==> src/rtl/core/rss_pkg.sv <==
`timescale 1ns / 1ps

package rss_pkg;

	// Width of one repeat field in the stage_repeats register.
	localparam int unsigned REP_BITS = 3;

	// Configuration register indexes.
	typedef enum logic [3:0] {
		CFG_STAGE_LEVELS  = 4'd0,
		CFG_STAGE_REPEATS = 4'd1,
		CFG_LEVEL_SCALE   = 4'd2,
		CFG_PULSE_TICKS   = 4'd3
	} cfg_index_t;

	// Reset values of the configuration registers.
	localparam logic [63:0] STAGE_LEVELS_RESET  = 64'd0;
	localparam logic [23:0] STAGE_REPEATS_RESET = 24'd0;
	localparam logic [7:0]  LEVEL_SCALE_RESET   = 8'd51;
	localparam logic [15:0] PULSE_TICKS_RESET   = 16'd48;

	typedef struct packed {
		logic       repeating_mode;
		logic       length_reset_level;
		logic       hard_reset_level;
		logic       clock_level;
		logic       clock_connected;
		logic       step_back_level;
		logic       step_forward_level;
		logic       count_up_level;
		logic       count_clear_level;
		logic       count_clear_connected;
		logic [2:0] compare_gate_bits;
		logic [2:0] compare_gate_connected;
	} item_t;

	typedef struct packed {
		logic [2:0] active_stage;
		logic [7:0] stage_gates;
		logic [7:0] scaled_level;
		logic [3:0] repeat_count;
		logic [2:0] repeat_bits;
		logic [3:0] counter_value;
		logic       comparator_gate;
		logic       running_flag;
	} result_t;

endpackage

==> src/rtl/core/rss_seq.sv <==
`timescale 1ns / 1ps

// Stage sequencer: gate edge detection, stage index and run flag, plus the
// level and repeat lookup for the stage that results from this tick.
module rss_seq
	import rss_pkg::*;
#(
	parameter int unsigned STAGE_COUNT = 8,
	parameter int unsigned LEVEL_BITS  = 8,
	parameter int unsigned STAGE_BITS  = $clog2(STAGE_COUNT)
) (
	input  logic                  clk,
	input  logic                  arst_n,
	input  logic                  step,
	input  item_t                 item,
	input  logic                  pulse_fb,
	input  logic [63:0]           stage_levels,
	input  logic [23:0]           stage_repeats,
	input  logic [7:0]            level_scale,
	output logic [STAGE_BITS-1:0] stage_next,
	output logic                  run_next,
	output logic [7:0]            level_next,
	output logic [REP_BITS-1:0]   rep_next
);

	localparam logic [STAGE_BITS-1:0] LAST_STAGE = STAGE_BITS'(STAGE_COUNT - 1);
	localparam logic [STAGE_BITS-1:0] FIRST_STAGE = '0;

	// Previous level bits: clock, back, forward, length reset, hard reset.
	localparam int unsigned P_CLK = 0;
	localparam int unsigned P_BACK = 1;
	localparam int unsigned P_FWD = 2;
	localparam int unsigned P_LEN = 3;
	localparam int unsigned P_HARD = 4;

	logic [STAGE_BITS-1:0] stage_q;
	logic                  run_q;
	logic                  mode_q;
	logic [4:0]            prev_q;
	logic [4:0]            now_lv;

	always_comb begin
		logic [STAGE_BITS-1:0] stg;
		logic                  run;
		logic [4:0]            rise;
		logic [63:0]           lvl_word;
		logic [23:0]           rep_word;
		logic [LEVEL_BITS-1:0] lvl;
		logic [LEVEL_BITS+7:0] prod;

		now_lv[P_CLK]  = item.clock_connected ? item.clock_level : pulse_fb;
		now_lv[P_BACK] = item.step_back_level;
		now_lv[P_FWD]  = item.step_forward_level;
		now_lv[P_LEN]  = item.length_reset_level;
		now_lv[P_HARD] = item.hard_reset_level;
		rise = now_lv & ~prev_q;

		stg = stage_q;
		run = run_q;
		if (!mode_q && item.repeating_mode) begin
			run = 1'b1;
		end
		if (rise[P_LEN]) begin
			stg = FIRST_STAGE;
			run = item.repeating_mode;
		end
		if (rise[P_HARD]) begin
			stg = FIRST_STAGE;
			run = 1'b1;
		end
		if (rise[P_BACK]) begin
			stg = (stg == FIRST_STAGE) ? LAST_STAGE : stg - 1'b1;
		end
		if (rise[P_FWD]) begin
			stg = (stg == LAST_STAGE) ? FIRST_STAGE : stg + 1'b1;
		end
		if (run && rise[P_CLK]) begin
			stg = (stg == LAST_STAGE) ? FIRST_STAGE : stg + 1'b1;
			if (!item.repeating_mode && stg == FIRST_STAGE) begin
				run = 1'b0;
			end
		end

		// Fields past the register width shift in as zero.
		lvl_word = stage_levels >> (LEVEL_BITS * int'(stg));
		rep_word = stage_repeats >> (REP_BITS * int'(stg));
		lvl = lvl_word[LEVEL_BITS-1:0];
		prod = (LEVEL_BITS + 8)'(lvl) * (LEVEL_BITS + 8)'(level_scale);

		stage_next = stg;
		run_next = run;
		level_next = 8'(prod >> 8);
		rep_next = rep_word[REP_BITS-1:0];
	end

	always_ff @(posedge clk or negedge arst_n) begin
		if (!arst_n) begin
			stage_q <= '0;
			run_q <= 1'b1;
			mode_q <= 1'b0;
			prev_q <= '1;
		end else if (step) begin
			stage_q <= stage_next;
			run_q <= run_next;
			mode_q <= item.repeating_mode;
			prev_q <= now_lv;
		end
	end

endmodule

==> src/rtl/core/rss_cmp.sv <==
`timescale 1ns / 1ps

// Event counter, threshold compare and comparator pulse timer.
module rss_cmp
	import rss_pkg::*;
#(
	parameter int unsigned COUNT_LIMIT = 10
) (
	input  logic                clk,
	input  logic                arst_n,
	input  logic                step,
	input  item_t               item,
	input  logic [REP_BITS-1:0] rep,
	input  logic [15:0]         pulse_ticks,
	output logic [3:0]          count_next,
	output logic                gate_next,
	output logic                pulse_q
);

	localparam logic [3:0] LIMIT = 4'(COUNT_LIMIT);

	// Previous level bits: count up, count clear.
	localparam int unsigned P_UP = 0;
	localparam int unsigned P_CLR = 1;

	logic [3:0]  count_q;
	logic [15:0] remain_q;
	logic [15:0] remain_next;
	logic [1:0]  prev_q;
	logic [1:0]  now_lv;

	always_comb begin
		logic [1:0]          rise;
		logic [3:0]          cnt;
		logic [15:0]         rem;
		logic [REP_BITS-1:0] thr;

		now_lv[P_UP]  = item.count_up_level;
		now_lv[P_CLR] = item.count_clear_level;
		rise = now_lv & ~prev_q;

		cnt = count_q;
		if (rise[P_CLR]) begin
			cnt = '0;
		end
		if (rise[P_UP]) begin
			cnt = (cnt < LIMIT) ? cnt + 4'd1 : LIMIT;
		end

		// Unpatched comparator gates fall back to the stage's repeat bits.
		thr = (item.compare_gate_bits & item.compare_gate_connected)
			| (rep & ~item.compare_gate_connected);

		rem = remain_q;
		if (cnt > 4'(thr)) begin
			if (pulse_ticks > rem) begin
				rem = pulse_ticks;
			end
			if (!item.count_clear_connected) begin
				cnt = '0;
			end
		end

		gate_next = (rem != 16'd0);
		if (gate_next) begin
			rem = rem - 16'd1;
		end
		remain_next = rem;
		count_next = cnt;
	end

	always_ff @(posedge clk or negedge arst_n) begin
		if (!arst_n) begin
			count_q <= '0;
			remain_q <= '0;
			prev_q <= '1;
			pulse_q <= 1'b0;
		end else if (step) begin
			count_q <= count_next;
			remain_q <= remain_next;
			prev_q <= now_lv;
			pulse_q <= gate_next;
		end
	end

endmodule

==> src/rtl/core/repeat_step_sequencer.sv <==
`timescale 1ns / 1ps

// Repeating step sequencer with gate counter and comparator pulse.
//
// Channels: item_valid/item_ready/item carries one sample tick of gate levels;
// result_valid/result_ready/result returns one result per tick, in order.
// cfg_valid/cfg_ready/cfg_index/cfg_data writes the four configuration
// registers (levels, repeats, scale, pulse length); cfg_ready is always high.
// Writes must be made only while no transaction is in flight; not enforced.
//
// Flow: an accepted tick is registered into the input stage; its result is
// registered into the result register once that register is free or being
// taken. Throughput: one tick per cycle while the result register is free or
// draining, set by the single pass of edge detection, stage update, level
// multiply and counter compare between the two registers.
//
// Reset: stage 0, running, counter and pulse cleared, previous gate levels
// high so that gates held high at reset give no edge; configuration returns
// to its defaults. A stalled receiver holds the result; one more tick is
// taken into the input stage, then item_ready drops until the result leaves.
module repeat_step_sequencer
	import rss_pkg::*;
#(
	parameter int unsigned STAGE_COUNT = 8,
	parameter int unsigned COUNT_LIMIT = 10,
	parameter int unsigned LEVEL_BITS  = 8
) (
	input  logic        clk,
	input  logic        arst_n,
	input  logic        item_valid,
	output logic        item_ready,
	input  item_t       item,
	output logic        result_valid,
	input  logic        result_ready,
	output result_t     result,
	input  logic        cfg_valid,
	output logic        cfg_ready,
	input  logic [3:0]  cfg_index,
	input  logic [63:0] cfg_data
);

	localparam int unsigned STAGE_BITS = $clog2(STAGE_COUNT);

	logic [63:0] stage_levels_q;
	logic [23:0] stage_repeats_q;
	logic [7:0]  level_scale_q;
	logic [15:0] pulse_ticks_q;

	logic  valid_s1;
	item_t item_s1;
	logic  advance;

	logic [STAGE_BITS-1:0] stage_next;
	logic                  run_next;
	logic [7:0]            level_next;
	logic [REP_BITS-1:0]   rep_next;
	logic [3:0]            count_next;
	logic                  gate_next;
	logic                  pulse_fb;

	// Process the held tick whenever the result register is free or draining.
	assign advance = valid_s1 && (!result_valid || result_ready);
	assign item_ready = !valid_s1 || advance;
	assign cfg_ready = 1'b1;

	// Configuration registers; unknown indexes are dropped.
	always_ff @(posedge clk or negedge arst_n) begin
		if (!arst_n) begin
			stage_levels_q <= STAGE_LEVELS_RESET;
			stage_repeats_q <= STAGE_REPEATS_RESET;
			level_scale_q <= LEVEL_SCALE_RESET;
			pulse_ticks_q <= PULSE_TICKS_RESET;
		end else if (cfg_valid && cfg_ready) begin
			case (cfg_index)
				CFG_STAGE_LEVELS: begin
					stage_levels_q <= cfg_data;
				end
				CFG_STAGE_REPEATS: begin
					stage_repeats_q <= cfg_data[23:0];
				end
				CFG_LEVEL_SCALE: begin
					level_scale_q <= cfg_data[7:0];
				end
				CFG_PULSE_TICKS: begin
					pulse_ticks_q <= cfg_data[15:0];
				end
				default: begin
				end
			endcase
		end
	end

	// Input stage: hold the accepted transaction until it is processed.
	always_ff @(posedge clk or negedge arst_n) begin
		if (!arst_n) begin
			valid_s1 <= 1'b0;
		end else if (item_ready) begin
			valid_s1 <= item_valid;
		end
	end

	always_ff @(posedge clk) begin
		if (item_valid && item_ready) begin
			item_s1 <= item;
		end
	end

	rss_seq #(
		.STAGE_COUNT (STAGE_COUNT),
		.LEVEL_BITS  (LEVEL_BITS),
		.STAGE_BITS  (STAGE_BITS)
	) u_seq (
		.clk           (clk),
		.arst_n        (arst_n),
		.step          (advance),
		.item          (item_s1),
		.pulse_fb      (pulse_fb),
		.stage_levels  (stage_levels_q),
		.stage_repeats (stage_repeats_q),
		.level_scale   (level_scale_q),
		.stage_next    (stage_next),
		.run_next      (run_next),
		.level_next    (level_next),
		.rep_next      (rep_next)
	);

	rss_cmp #(
		.COUNT_LIMIT (COUNT_LIMIT)
	) u_cmp (
		.clk         (clk),
		.arst_n      (arst_n),
		.step        (advance),
		.item        (item_s1),
		.rep         (rep_next),
		.pulse_ticks (pulse_ticks_q),
		.count_next  (count_next),
		.gate_next   (gate_next),
		.pulse_q     (pulse_fb)
	);

	// Result register: load on advance, drop valid once the transaction is taken.
	always_ff @(posedge clk or negedge arst_n) begin
		if (!arst_n) begin
			result_valid <= 1'b0;
		end else if (advance) begin
			result_valid <= 1'b1;
		end else if (result_ready) begin
			result_valid <= 1'b0;
		end
	end

	always_ff @(posedge clk) begin
		if (advance) begin
			result.active_stage <= 3'(stage_next);
			result.stage_gates <= (int'(stage_next) < 8) ? (8'd1 << stage_next) : 8'd0;
			result.scaled_level <= level_next;
			result.repeat_count <= 4'(rep_next) + 4'd1;
			result.repeat_bits <= rep_next;
			result.counter_value <= count_next;
			result.comparator_gate <= gate_next;
			result.running_flag <= run_next;
		end
	end

	// A free result register never stalls the input side.
	a_ready_when_free: assert property (@(posedge clk) disable iff (!arst_n)
		!result_valid |-> item_ready)
		else $error("item_ready low while result register free");

	// The stage gate vector carries at most one active stage.
	a_gates_onehot: assert property (@(posedge clk) disable iff (!arst_n)
		result_valid |-> $onehot0(result.stage_gates))
		else $error("stage_gates not one-hot");

	// The counter saturates at its limit.
	a_count_limit: assert property (@(posedge clk) disable iff (!arst_n)
		result_valid |-> (result.counter_value <= 4'(COUNT_LIMIT)))
		else $error("counter_value beyond limit");

	// A processed tick always lands in the result register.
	a_advance_loads: assert property (@(posedge clk) disable iff (!arst_n)
		advance |=> result_valid)
		else $error("result lost after advance");

endmodule

==> config.mk <==
export PLATFORM = sky130hd
export DESIGN_NAME = repeat_step_sequencer
export DESIGN_NICKNAME = d
export VERILOG_FILES = /design/src/rtl/core/rss_pkg.sv /design/src/rtl/core/rss_seq.sv /design/src/rtl/core/rss_cmp.sv /design/src/rtl/core/repeat_step_sequencer.sv
export SDC_FILE = /design/constraint.sdc
export NUM_CORES = 1
export LEC_CHECK = 0
export BUFFER_PORTS_ARGS = -buffer_cell sky130_fd_sc_hd__buf_2
export CELL_PAD_IN_SITES_DETAIL_PLACEMENT = 1
export CELL_PAD_IN_SITES_GLOBAL_PLACEMENT = 2
export CORE_ASPECT_RATIO = 0.7
export CORE_MARGIN = 2
export CORE_UTILIZATION = 35
export DETAILED_ROUTE_END_ITERATION = 8
export PLACE_DENSITY_LB_ADDON = 0.1
export SLEW_MARGIN = 15
export SYNTH_ARGS = -nofsm -noshare
export SYNTH_HDL_FRONTEND = slang
export SYNTH_SLANG_ARGS = --single-unit
==> constraint.sdc <==
create_clock -name clk -period 8.5 [get_ports clk]
set_input_delay 0.425 -clock clk [delete_from_list [all_inputs] [get_ports clk]]
set_output_delay 0.425 -clock clk [all_outputs]
set_load 0.02 [all_outputs]
Word-level counts from Yosys, hierarchy flattened --
Index checks and enable logic that the tools add are counted.
Storage, ports and cells: logic and storage cells 105, input bits 89, register bits after elaboration 195, output and inout port bits 35
Cells by class: reductions and logical operators 20, equal/unequal tests 5, shifts and indexed selects 3, $mul 2, add/sub/neg operators 6, multiplexer cells 24, $lt $le $gt $ge 3, bitwise logic cells 8
Operators with widths (count):
- >> shifter 64 x 6 -> 8 bit | 1
- two-way mux 16 bit | 3
- two-way mux 3 bit | 8
- >> shifter 24 x 5 -> 3 bit | 1
- two-way mux 4 bit | 5
- greater-than comparator 16 bit | 1
- multiplier 8 x 8 -> 16 bit | 1
- nonzero test 16 bit | 1
- subtractor 16 x 1 -> 16 bit, second input constant | 1
- equality test 4 x 2 -> 1 bit, second input constant | 2
- two-way mux 1 bit | 8
- AND reduction 2 bit | 4
- << shifter 1 x 3 -> 8 bit, first input constant | 1
- adder 3 x 1 -> 3 bit, second input constant | 2
- bitwise AND 3 bit | 2
- equality test 3 bit, second input constant | 2
- zero test 3 bit | 2
- bitwise AND 5 bit | 1
- logical AND 1 bit | 5
- multiplier 2 x 3 -> 5 bit, first input constant | 1
- NOT 5 bit | 1
- adder 3 x 1 -> 4 bit, second input constant | 1
- adder 4 x 1 -> 4 bit, second input constant | 1
- equality test 4 x 1 -> 1 bit, second input constant | 1
- 11 further kinds | 15

Longest topological paths before layout --
Gate-level depths: netlist of the first run.
depth in word-level cells 21, depth in mapped cells 37

Cells and area by module --
Synthesis of the first run repeated with hierarchy kept, for this count alone.
Second synthesis, totals: cells, all modules 956, area total of the unflattened synthesis 12017.8 µm²
Modules (own cells, without submodules):
- repeat_step_sequencer | times used 1, area each 6024.5 µm², seq. area each 4301.6 µm², cells each 312
- rss_seq | times used 1, area each 3319.4 µm², seq. area each 257.7 µm², cells each 322
- rss_cmp | times used 1, area each 2673.8 µm², seq. area each 578.1 µm², cells each 322

Worst setup path before layout of the first run --
Ideal clock, no wire load.
path type reg2reg, start point register u_seq.prev_q[3], end point register result[19] in the netlist's numbering, data pin, data arrival time 7441 ps, cell stages (with the launch flop) 33, path slack 802 ps, clock period less this slack 7698 ps, path through dfstp_2 nand2b_4 and3_4 inv_1 ha_1 nor3b_1 a41o_1 ha_1 mux2i_4 inv_1 ha_1 or3_1 and2_1 clkbuf_1 clkbuf_1 o22ai_1 nor3_1 nor2_1 nor2b_1 fa_1 inv_1 fa_1 inv_1 fa_1 fa_1 ha_1 nand4_1 nor3_1 nand2_1 o31a_4 o21ai_4 a21oi_1 xnor2_1
Between the ends: cells in the longest elaborated chain, start to end 15, elaborated cells between the ends (all ways) 21
RTL lines:
- from (decl) | RTL line rss_seq.sv:39 | logic [4:0] prev_q;
- from (signal assigned) | RTL line rss_seq.sv:106 | prev_q <= now_lv;
- NOT 5 bit * | RTL line rss_seq.sv:56 | rise = now_lv & ~prev_q;
- bitwise AND 5 bit * | RTL line rss_seq.sv:56
- two-way mux 3 bit | RTL line rss_seq.sv:63 | if (rise[P_LEN]) begin
- two-way mux 3 bit | RTL line rss_seq.sv:67 | if (rise[P_HARD]) begin
- subtractor 3 x 1 -> 3 bit / zero test 3 bit (equally long branches) | RTL line rss_seq.sv:72 | stg = (stg == FIRST_STAGE) ? LAST_STAGE : stg - 1'b1;
- two-way mux 3 bit | RTL line rss_seq.sv:72
- two-way mux 3 bit | RTL line rss_seq.sv:71 | if (rise[P_BACK]) begin
- adder 3 x 1 -> 3 bit / equality test 3 bit (equally long branches) | RTL line rss_seq.sv:75 | stg = (stg == LAST_STAGE) ? FIRST_STAGE : stg + 1'b1;
- two-way mux 3 bit | RTL line rss_seq.sv:75
- two-way mux 3 bit | RTL line rss_seq.sv:74 | if (rise[P_FWD]) begin
- adder 3 x 1 -> 3 bit / equality test 3 bit (equally long branches) | RTL line rss_seq.sv:78 | stg = (stg == LAST_STAGE) ? FIRST_STAGE : stg + 1'b1;
- two-way mux 3 bit | RTL line rss_seq.sv:78
- two-way mux 3 bit * | RTL line rss_seq.sv:77 | if (run && rise[P_CLK]) begin
- >> shifter 64 x 6 -> 8 bit * | RTL line rss_seq.sv:85 | lvl_word = stage_levels >> (LEVEL_BITS * int'(stg));
- multiplier 8 x 8 -> 16 bit * | RTL line rss_seq.sv:88 | prod = (LEVEL_BITS + 8)'(lvl) * (LEVEL_BITS + 8)'(level_scale);
- via level_next[6] | RTL line repeat_step_sequencer.sv:55 | logic [7:0] level_next;
- to (decl) | RTL line repeat_step_sequencer.sv:35 | output result_t result,
The timed path passes the listed nets; every way through them passes the cells marked *. A chain may end at the register's enable or synchronous reset.

Worst setup path after layout of the first run --
start point register u_seq.prev_q[4], end point register result[19] in the netlist's numbering, data pin
Between the ends: cells in the longest elaborated chain, start to end 14, elaborated cells between the ends (all ways) 19
RTL lines (RTL line):
- NOT 5 bit * | rss_seq.sv:56
- bitwise AND 5 bit * | rss_seq.sv:56
- two-way mux 3 bit | rss_seq.sv:67
- subtractor 3 x 1 -> 3 bit / zero test 3 bit (equally long branches) | rss_seq.sv:72
- two-way mux 3 bit | rss_seq.sv:72
- two-way mux 3 bit | rss_seq.sv:71
- adder 3 x 1 -> 3 bit / equality test 3 bit (equally long branches) | rss_seq.sv:75
- two-way mux 3 bit | rss_seq.sv:75
- two-way mux 3 bit | rss_seq.sv:74
- adder 3 x 1 -> 3 bit / equality test 3 bit (equally long branches) | rss_seq.sv:78
- two-way mux 3 bit | rss_seq.sv:78
- two-way mux 3 bit * | rss_seq.sv:77
- >> shifter 64 x 6 -> 8 bit * | rss_seq.sv:85
- multiplier 8 x 8 -> 16 bit * | rss_seq.sv:88
- via level_next[6] | repeat_step_sequencer.sv:55
Marks and branches as above.

==> impl_results.md, run 1 <==
- I/O pins: between 100 and 150
- Final worst-path cycle share: 94.0%
- H-tree levels: 4
- Number of diodes: 0
- # port buffers: 122
- Footprint of the multi-input gates: around 5900 um2
- Static leakage: around 6.0 nW
- DR iter-0 viols: roughly 440
- Ratio of cells with drive above 1 in the final layout: 28.8%
- Row cnt: 55
- CTS Sinks: ~200
- Max-slew headroom: a little under a third
- Hold crit path type: in -> async
- CTS tree: yes
- Setup TNS: 0 ns
- Post-synth EDFFs: 48
- Register area: slightly above 5000 um2
- Detail Route Antenna Nets: 0
- Setup CP Type: reg -> reg
- Pin count of the biggest net entering global routing: slightly above 90
- Cell with the most instances after synthesis: dfrtp_1
- Syn Std Cell Area: ~11000 um2
- Drt total wl: 32400 um
- Final setup viols: 0
- Crit path capture type: flip-flop
- Die area: 34100 um2
- Final worst slack: slightly above 0.5 ns
- Most frequent cells after synthesis: dfrtp_1 (133), mux2_2 (117), nand2_1 (76)
- Post-place setup slack: around 0.14 ns
- Setup Skew: roughly 0.0089 ns
- Clock-pin slew on the worst setup and hold paths: roughly 0.070 ns
- Netlist cell types: 74
- Post-synth top area share: around 29%
- Post-Syn Instances: 1033
- Cell taking the most area after synthesis: dfrtp_1
- Most frequent cell on the critical path: ha_1
- GR Overflow Total: 0
- Fmax: approximately 130 MHz
- Vias per inst: ~5
- Slowest cell delay on critical path: 0.55 ns
- Post-synth top flop: dfrtp_1
- Async S/R FF share, synth: between 70% and 80%
- Initial antenna violation count: 1
- Worst-skew pair later-pin latency: ~0.45 ns
- Synth area leaders: dfrtp_1 (29%), edfxtp_1 (13%), mux2_2 (12%)
- Die X-Extent: roughly 220 um
- GR Util All Layers: around 20%
- Post-route minimum period: about 8.0 ns
- Fill count: 3572
- Hold-fix buffers, CTS: 0
- Synth Register Bits: between 150 and 200
- Vias: 8297
- Core Area: around 32000 um2
- Data required, critical path: about 8.7 ns
- Average cell area after synthesis: around 11 um2
- DR DRC count: 0
- Wire length of the first global-routing pass: 51600 um
- Die H: between 150 and 200 um
- Final hold violation count: 0
- Placer Congestion: 0.776
- Vias in the first global route: 8664
- RSZ-0062 raised after global routing: false
- Post-synthesis sequential area ratio: between 40 and 50%
- Max-slew violation count: 0
- Wire per inst: between 20 and 25 um
- Max-cap viol count: 0
- Max IR drop VDD: 0.251 mV
- Syn nets: ~1200
- Bufs on Longest Clock Path: 2
- Total power: approximately 5.9 mW
- CTS Buf Count: 17
- Critical Path Start Type: flip-flop
- Outcome: finished, final reports clean
- Initial core utilization: ~35%
- Crit path DAT: 8.20 ns
- Slew at the pin with the worst max-slew slack: ~1.0 ns
- Dpl hpwl: about 24000 um
- Slowest-stage cell, CP: fa_1
- Area Overhead vs Synth: 16.7%
- DRT Pass-1 Iters: 4
- Clock Tree Root: clkbuf_16
- Pwr Density: about 450 nW/um2
- Critical Path Fanout Max: 12
- Ys Warns: 0
- Nets: roughly 1400
[timing repair]
item | 4_1_cts | 5_1_grt
gates resized for setup | 0 | 6
buffers inserted | 0 | 4
setup endpoints to repair | 0 | 16
[flip-flops by register name, indices dropped and copies added, names as in the netlist]
name	cells
stage_levels_q	64
level_scale_q	8
pulse_ticks_q	16
u_cmp.remain_q	16
valid_s1	1
u_cmp.count_q	4
u_cmp.pulse_q	1
u_cmp.prev_q	2
stage_repeats_q	24
u_seq.stage_q	3
u_seq.mode_q	1
item_s1	16
result_valid	1
u_seq.prev_q	5
result	32
u_seq.run_q	1
[per-stage QoR]
step,instance area (um2),instances,utilization (%),hold WS (ns)
final,13300,1611,41.4,0.0760
after global routing,13300,1611,41.4,0.124
after floorplan,11400,1033,-,0.129
after detailed placement,12700,1575,39.3,0.458
after CTS,13300,1607,41.2,0.106
after global placement,12700,1575,39.3,0.446
[worst paths after layout]
kind,from,end,slack [ns],depth (start not counted)
worst max-delay path,u_seq.prev_q[4]$_DFFE_PN1P_,result[19]$_DFFE_PP_,0.51,33
worst min-delay path,arst_n,u_cmp.count_q[0]$_DFFE_PN0P_,0.08,1
worst max register to register,u_seq.prev_q[4]$_DFFE_PN1P_,result[19]$_DFFE_PP_,0.51,33
worst min register to register,u_cmp.prev_q[0]$_DFFE_PN1P_,u_cmp.prev_q[0]$_DFFE_PN1P_,0.47,2
max in group asynchronous,arst_n,stage_levels_q[37]$_DFFE_PN0P_,7.18,2
min in group clk,item[15],item_s1[15]$_DFFE_PP_,0.15,1
[placed cells by master, fill, tap and decap left out, drive strengths merged, types with 35 or more instances in the layout]
| cell | synthesis | layout |
|---|---|---|
| buf | 8 | 156 |
| dfrtp | 133 | 133 |
| mux2 | 117 | 117 |
| inv | 75 | 84 |
| nand2 | 76 | 76 |
| nor2 | 64 | 64 |
| ha | 60 | 60 |
| edfxtp | 48 | 48 |
| nor2b | 41 | 41 |
| a21oi | 37 | 37 |
| o22ai | 35 | 35 |
| fa | 35 | 35 |
| o21ai | 35 | 35 |
[logic make-up (layout without fill, tap and decap cells)]
family | Yosys count | in the layout | share of synthesized area, %
other cells | 1 | 1 | 0.0328
buf+inv | 112 | 263 | 3.81
fa+ha+maj | 95 | 95 | 12.7
compound gates | 183 | 183 | 10.8
simple gates | 298 | 298 | 13.2
xor+xnor | 14 | 14 | 1.21
flops | 195 | 195 | 45.0
mux | 135 | 135 | 13.2
[routing by layer]
layer / GRT usage (%) / vias up / part of all wire [%]
met1: 31.8 / 4230 / 55
met5: 0 / - / 0
met4: 3.77 / 0 / 0.71
met2: 28.4 / 106 / 42
met3: 2.97 / 16 / 2.9
li1: - / 3945 / -
[report_power, final]
group	switching, mW	internal, mW	total (mW)
combinational	2.09	1.53	3.62
sequential	0.186	1.31	1.50
clock	0.390	0.439	0.828
[cell type report]
class | count | area share [%]
inverters | 75 | 2.11
well taps | 427 | 4.01
multi-input cells | 726 | 44.3
repair buffers | 156 | 6.64
clock buffers | 22 | 3.56
flip-flops and latches | 195 | 38.6
clock inverters | 10 | 0.836
[critical path, delay by kind of cell (launching register included)]
kind / cells / cell delay (ns)
AO/OA/AOI/OAI: 6 / 1.18
multiplexers: 1 / 0.17
adder cells (fa/ha/maj): 9 / 3.46
AND/OR/NAND/NOR: 9 / 1.43
buffers and inverters: 7 / 0.86
XOR/XNOR: 1 / 0.12
flip-flops: 1 / 0.54
No activity file was read; power rests on OpenSTA's default activity.
==> run 2: changes to the inputs <==
--- a/config.mk
+++ b/config.mk
@@ -5,6 +5,7 @@
 export SDC_FILE = /design/constraint.sdc
 export NUM_CORES = 1
 export LEC_CHECK = 0
+export ABC_AREA = 1
 export BUFFER_PORTS_ARGS = -buffer_cell sky130_fd_sc_hd__buf_2
 export CELL_PAD_IN_SITES_DETAIL_PLACEMENT = 1
 export CELL_PAD_IN_SITES_GLOBAL_PLACEMENT = 2
==> run 2 against run 1 <==
Against the previous run: maximum frequency up 4.3%; non-clock buffer count down 28; die area down 0.39%; register-to-register slack better by 0.33 ns; synthesized cell count up 24%; critical path depth down 4; worst hold slack worse by 0.069 ns; sequential share of layout area up 0.89 points; cell count up 14%; core utilization down 0.85 points; clock-buffer cell count down 4; global-route usage up 0.66 points; critical path type unchanged; critical endpoint is now result[20]$_DFFE_PP_.
==> impl_results.md, run 2 <==
- Post-place setup slack: 0.895 ns (was 0.137 ns)
- Clock Tree Root: clkbuf_16 (unchanged)
- Setup TNS: 0 ns (unchanged)
- CTS tree: yes (unchanged)
- Met3 usage: 3.05% (was 2.97%)
- Commonest non-fill, non-tap cell in the layout: nand2_1 (was dfrtp_1)
- Highest-count cells in the layout ignoring fill and taps: nand2_1 (285), inv_1 (170), dfrtp_1 (133) (was dfrtp_1 (133), buf_2 (121), mux2_2 (117))
- Fill count: 3802 (was 3572)
- Launching point of the worst reg2reg path: u_seq.prev_q[3]$_DFFE_PN1P_ (was u_seq.prev_q[4]$_DFFE_PN1P_)
- Vias per inst: 4.91 (was 5.15)
- Initial core utilization: 35.4% (was 35.5%)
- # port buffers: 122 (unchanged)
- Slowest-stage cell, CP: fa_1 (unchanged)
- Synth Register Bits: 195 (unchanged)
- Row cnt: 55 (unchanged)
- Die H: 155 um (about the same)
- DR iter-0 viols: 522 (was 435)
- Ys Warns: 0 (unchanged)
- Detail Route Antenna Nets: 0 (unchanged)
- Bufs on Longest Clock Path: 2 (unchanged)
- Drt total wl: 33600 um (was 32400 um)
- Netlist cell types: 52 (was 74)
- Async S/R FF share, synth: 75.4% (unchanged)
- Outcome: finished, final reports clean (unchanged)
- Max-slew headroom: 37.2% (was 31.8%)
- Vias: 9012 (was 8297)
- Final worst slack: 0.839 ns (was 0.508 ns)
- Initial antenna violation count: 1 (unchanged)
- Flop2flop setup slack: 0.84 ns (was 0.51 ns)
- Post-CTS resize count: 0 (unchanged)
- Die area: 34000 um2 (was 34100 um2)
- Post-route minimum period: 7.66 ns (was 7.99 ns)
- Post-Syn Instances: 1283 (was 1033)
- Max-slew violation count: 0 (unchanged)
- Die X-Extent: 219 um (was 220 um)
- Nets: 1578 (was 1355)
- Crit path capture type: flip-flop (unchanged)
- Worst-skew pair later-pin latency: 0.46 ns (was 0.45 ns)
- Setup Skew: 0.0113 ns (was 0.00892 ns)
- CTS Buf Count: 17 (unchanged)
- Slew at the pin with the worst max-slew slack: 0.943 ns (was 1.02 ns)
- Footprint of the multi-input gates: 5400 um2 (was 5900 um2)
- Critical Path Start Type: flip-flop (unchanged)
- Placer Congestion: 0.822 (was 0.776)
- Syn Std Cell Area: 11400 um2 (about the same)
- I/O pins: 124 (unchanged)
- Vias in the first global route: 9161 (was 8664)
- Synth area leaders: dfrtp_1 (29%), edfxtp_1 (13%), nand2_1 (9.4%) (was dfrtp_1 (29%), edfxtp_1 (13%), mux2_2 (12%))
- GR Util All Layers: 20.6% (was 19.9%)
- Most frequent cell on the critical path: nand2_1 (was ha_1)
- Register area: 5140 um2 (unchanged)
- Slowest cell delay on critical path: 0.57 ns (was 0.55 ns)
- Clock-pin slew on the worst setup and hold paths: 0.08 ns (was 0.07 ns)
- Final setup viols: 0 (unchanged)
- Area Overhead vs Synth: 14.5% (was 16.7%)
- Setup CP Type: reg -> reg (unchanged)
- Final hold violation count: 0 (unchanged)
- H-tree levels: 4 (unchanged)
- Wire length of the first global-routing pass: 53000 um (was 51600 um)
- Critical Path Fanout Max: 18 (was 12)
- Regs by FF count: stage_levels_q: 64 flops, result: 32 flops, stage_repeats_q: 24 flops (unchanged)
- DRT Pass-1 Iters: 5 (was 4)
- Hold crit path type: in -> async (unchanged)
- Post-synthesis sequential area ratio: 45.2% (was 45.0%)
- GRT Max-Usage Layer: met1 (unchanged)
- GR Overflow Total: 0 (unchanged)
- Cell taking the most area after synthesis: dfrtp_1 (unchanged)
- Met2 usage: 28.1% (was 28.4%)
- Hold-fix buffers, CTS: 0 (unchanged)
- Max-cap viol count: 0 (unchanged)
- Dpl hpwl: 25500 um (was 24000 um)
- DR DRC count: 0 (unchanged)
- Start point of the critical path: u_seq.prev_q[3]$_DFFE_PN1P_ (was u_seq.prev_q[4]$_DFFE_PN1P_)
- Pin count of the biggest net entering global routing: 94 (was 93)
- Post-synth top area share: 29.3% (was 29.1%)
- Ratio of cells with drive above 1 in the final layout: 19.0% (was 28.8%)
- Worst reg2reg path endpoint: result[20]$_DFFE_PP_ (was result[19]$_DFFE_PP_)
- RSZ-0062 raised after global routing: false (unchanged)
- Met1 GRT Util: 33.3% (was 31.8%)
- Cell with the most instances after synthesis: nand2_1 (was dfrtp_1)
- Wire per inst: 18.3 um (was 20.1 um)
- Final worst-path cycle share: 90.1% (was 94.0%)
- Post-synth EDFFs: 48 (unchanged)
- Syn nets: 1467 (was 1217)
- Number of diodes: 0 (unchanged)
- Largest reg by FF count: stage_levels_q (unchanged)
- Post-synth top flop: dfrtp_1 (unchanged)
- Core Area: 32100 um2 (was 32200 um2)
- CTS Sinks: 195 (unchanged)
- R2R cell count: 29 (was 33)
- Post-CTS Setup Inserts: 0 (unchanged)
- Data required, critical path: 8.72 ns (was 8.71 ns)
- Fmax: 131 MHz (was 125 MHz)
- Crit path DAT: 7.88 ns (was 8.20 ns)
- Average cell area after synthesis: 8.87 um2 (was 11.1 um2)
- Max reg flops: 64 (unchanged)
- Most frequent cells after synthesis: nand2_1 (285), inv_1 (171), dfrtp_1 (133) (was dfrtp_1 (133), mux2_2 (117), nand2_1 (76))
[run 2: worst max path at each step]
| stage | cells after the start | slack, ns | endpoint |
|---|---|---|---|
| after global placement | 29 | 1.13 | result[20]$_DFFE_PP_ |
| after floorplan | 32 | 1.79 | result[19]$_DFFE_PP_ |
| after detailed placement | 29 | 0.90 | result[20]$_DFFE_PP_ |
| after CTS | 29 | 0.89 | result[20]$_DFFE_PP_ |
| final | 29 | 0.84 | result[20]$_DFFE_PP_ |
| after global routing | 29 | 0.23 | result[20]$_DFFE_PP_ |
[run 2: worst max-delay path: cells and delay by family (launching register included)]
family	cells	cell delay, ns
adders and majority gates	8	3.31
and+or+nand+nor	11	1.76
muxes	1	0.18
buffers and inverters	3	0.14
DFF	1	0.52
AOI/OAI and AO/OA	6	1.50
[run 2: kinds of logic after synthesis]
kind of cell | after synthesis | synth area share (%)
buffers and inverters | 219 | 7.56
multiplexers | 33 | 3.24
XOR/XNOR | 14 | 1.08
other | 1 | 0.0330
flip-flops | 195 | 45.2
AND/OR/NAND/NOR | 505 | 18.8
adder cells (fa/ha/maj) | 95 | 12.8
AO/OA/AOI/OAI | 221 | 11.4
[run 2: area by class of cell]
cell class	instances	share of cell area, %
clock buffers	18	3.46
well taps	427	4.10
flip-flops and latches	195	39.4
clock inverters	14	1.22
repair buffers	128	5.08
multi-input cells	869	41.4
inverters	183	5.27
[run 2: routing by layer]
| layer | up-vias | part of all wire (%) |
|---|---|---|
| li1 | 4391 | - |
| met3 | 22 | 4.2 |
| met4 | 0 | 1.1 |
| met2 | 169 | 40 |
| met1 | 4430 | 55 |
| met5 | - | 0 |
[run 2: stage by stage]
stage,hold WS (ns),cell area (um2),utilization [%],cells
5_1_grt,0.0752,13000,40.5,1834
2_1_floorplan,0.129,11400,-,1283
3_5_place_dp,0.473,12400,38.6,1802
3_3_place_gp,0.463,12400,38.6,1802
6_report,0.00719,13000,40.5,1834
4_1_cts,0.0888,13000,40.5,1834
Power of run 2 is left out: the tool's default activity adds up to more than one toggle a clock period on the data nets, which glitch-free logic cannot reach.
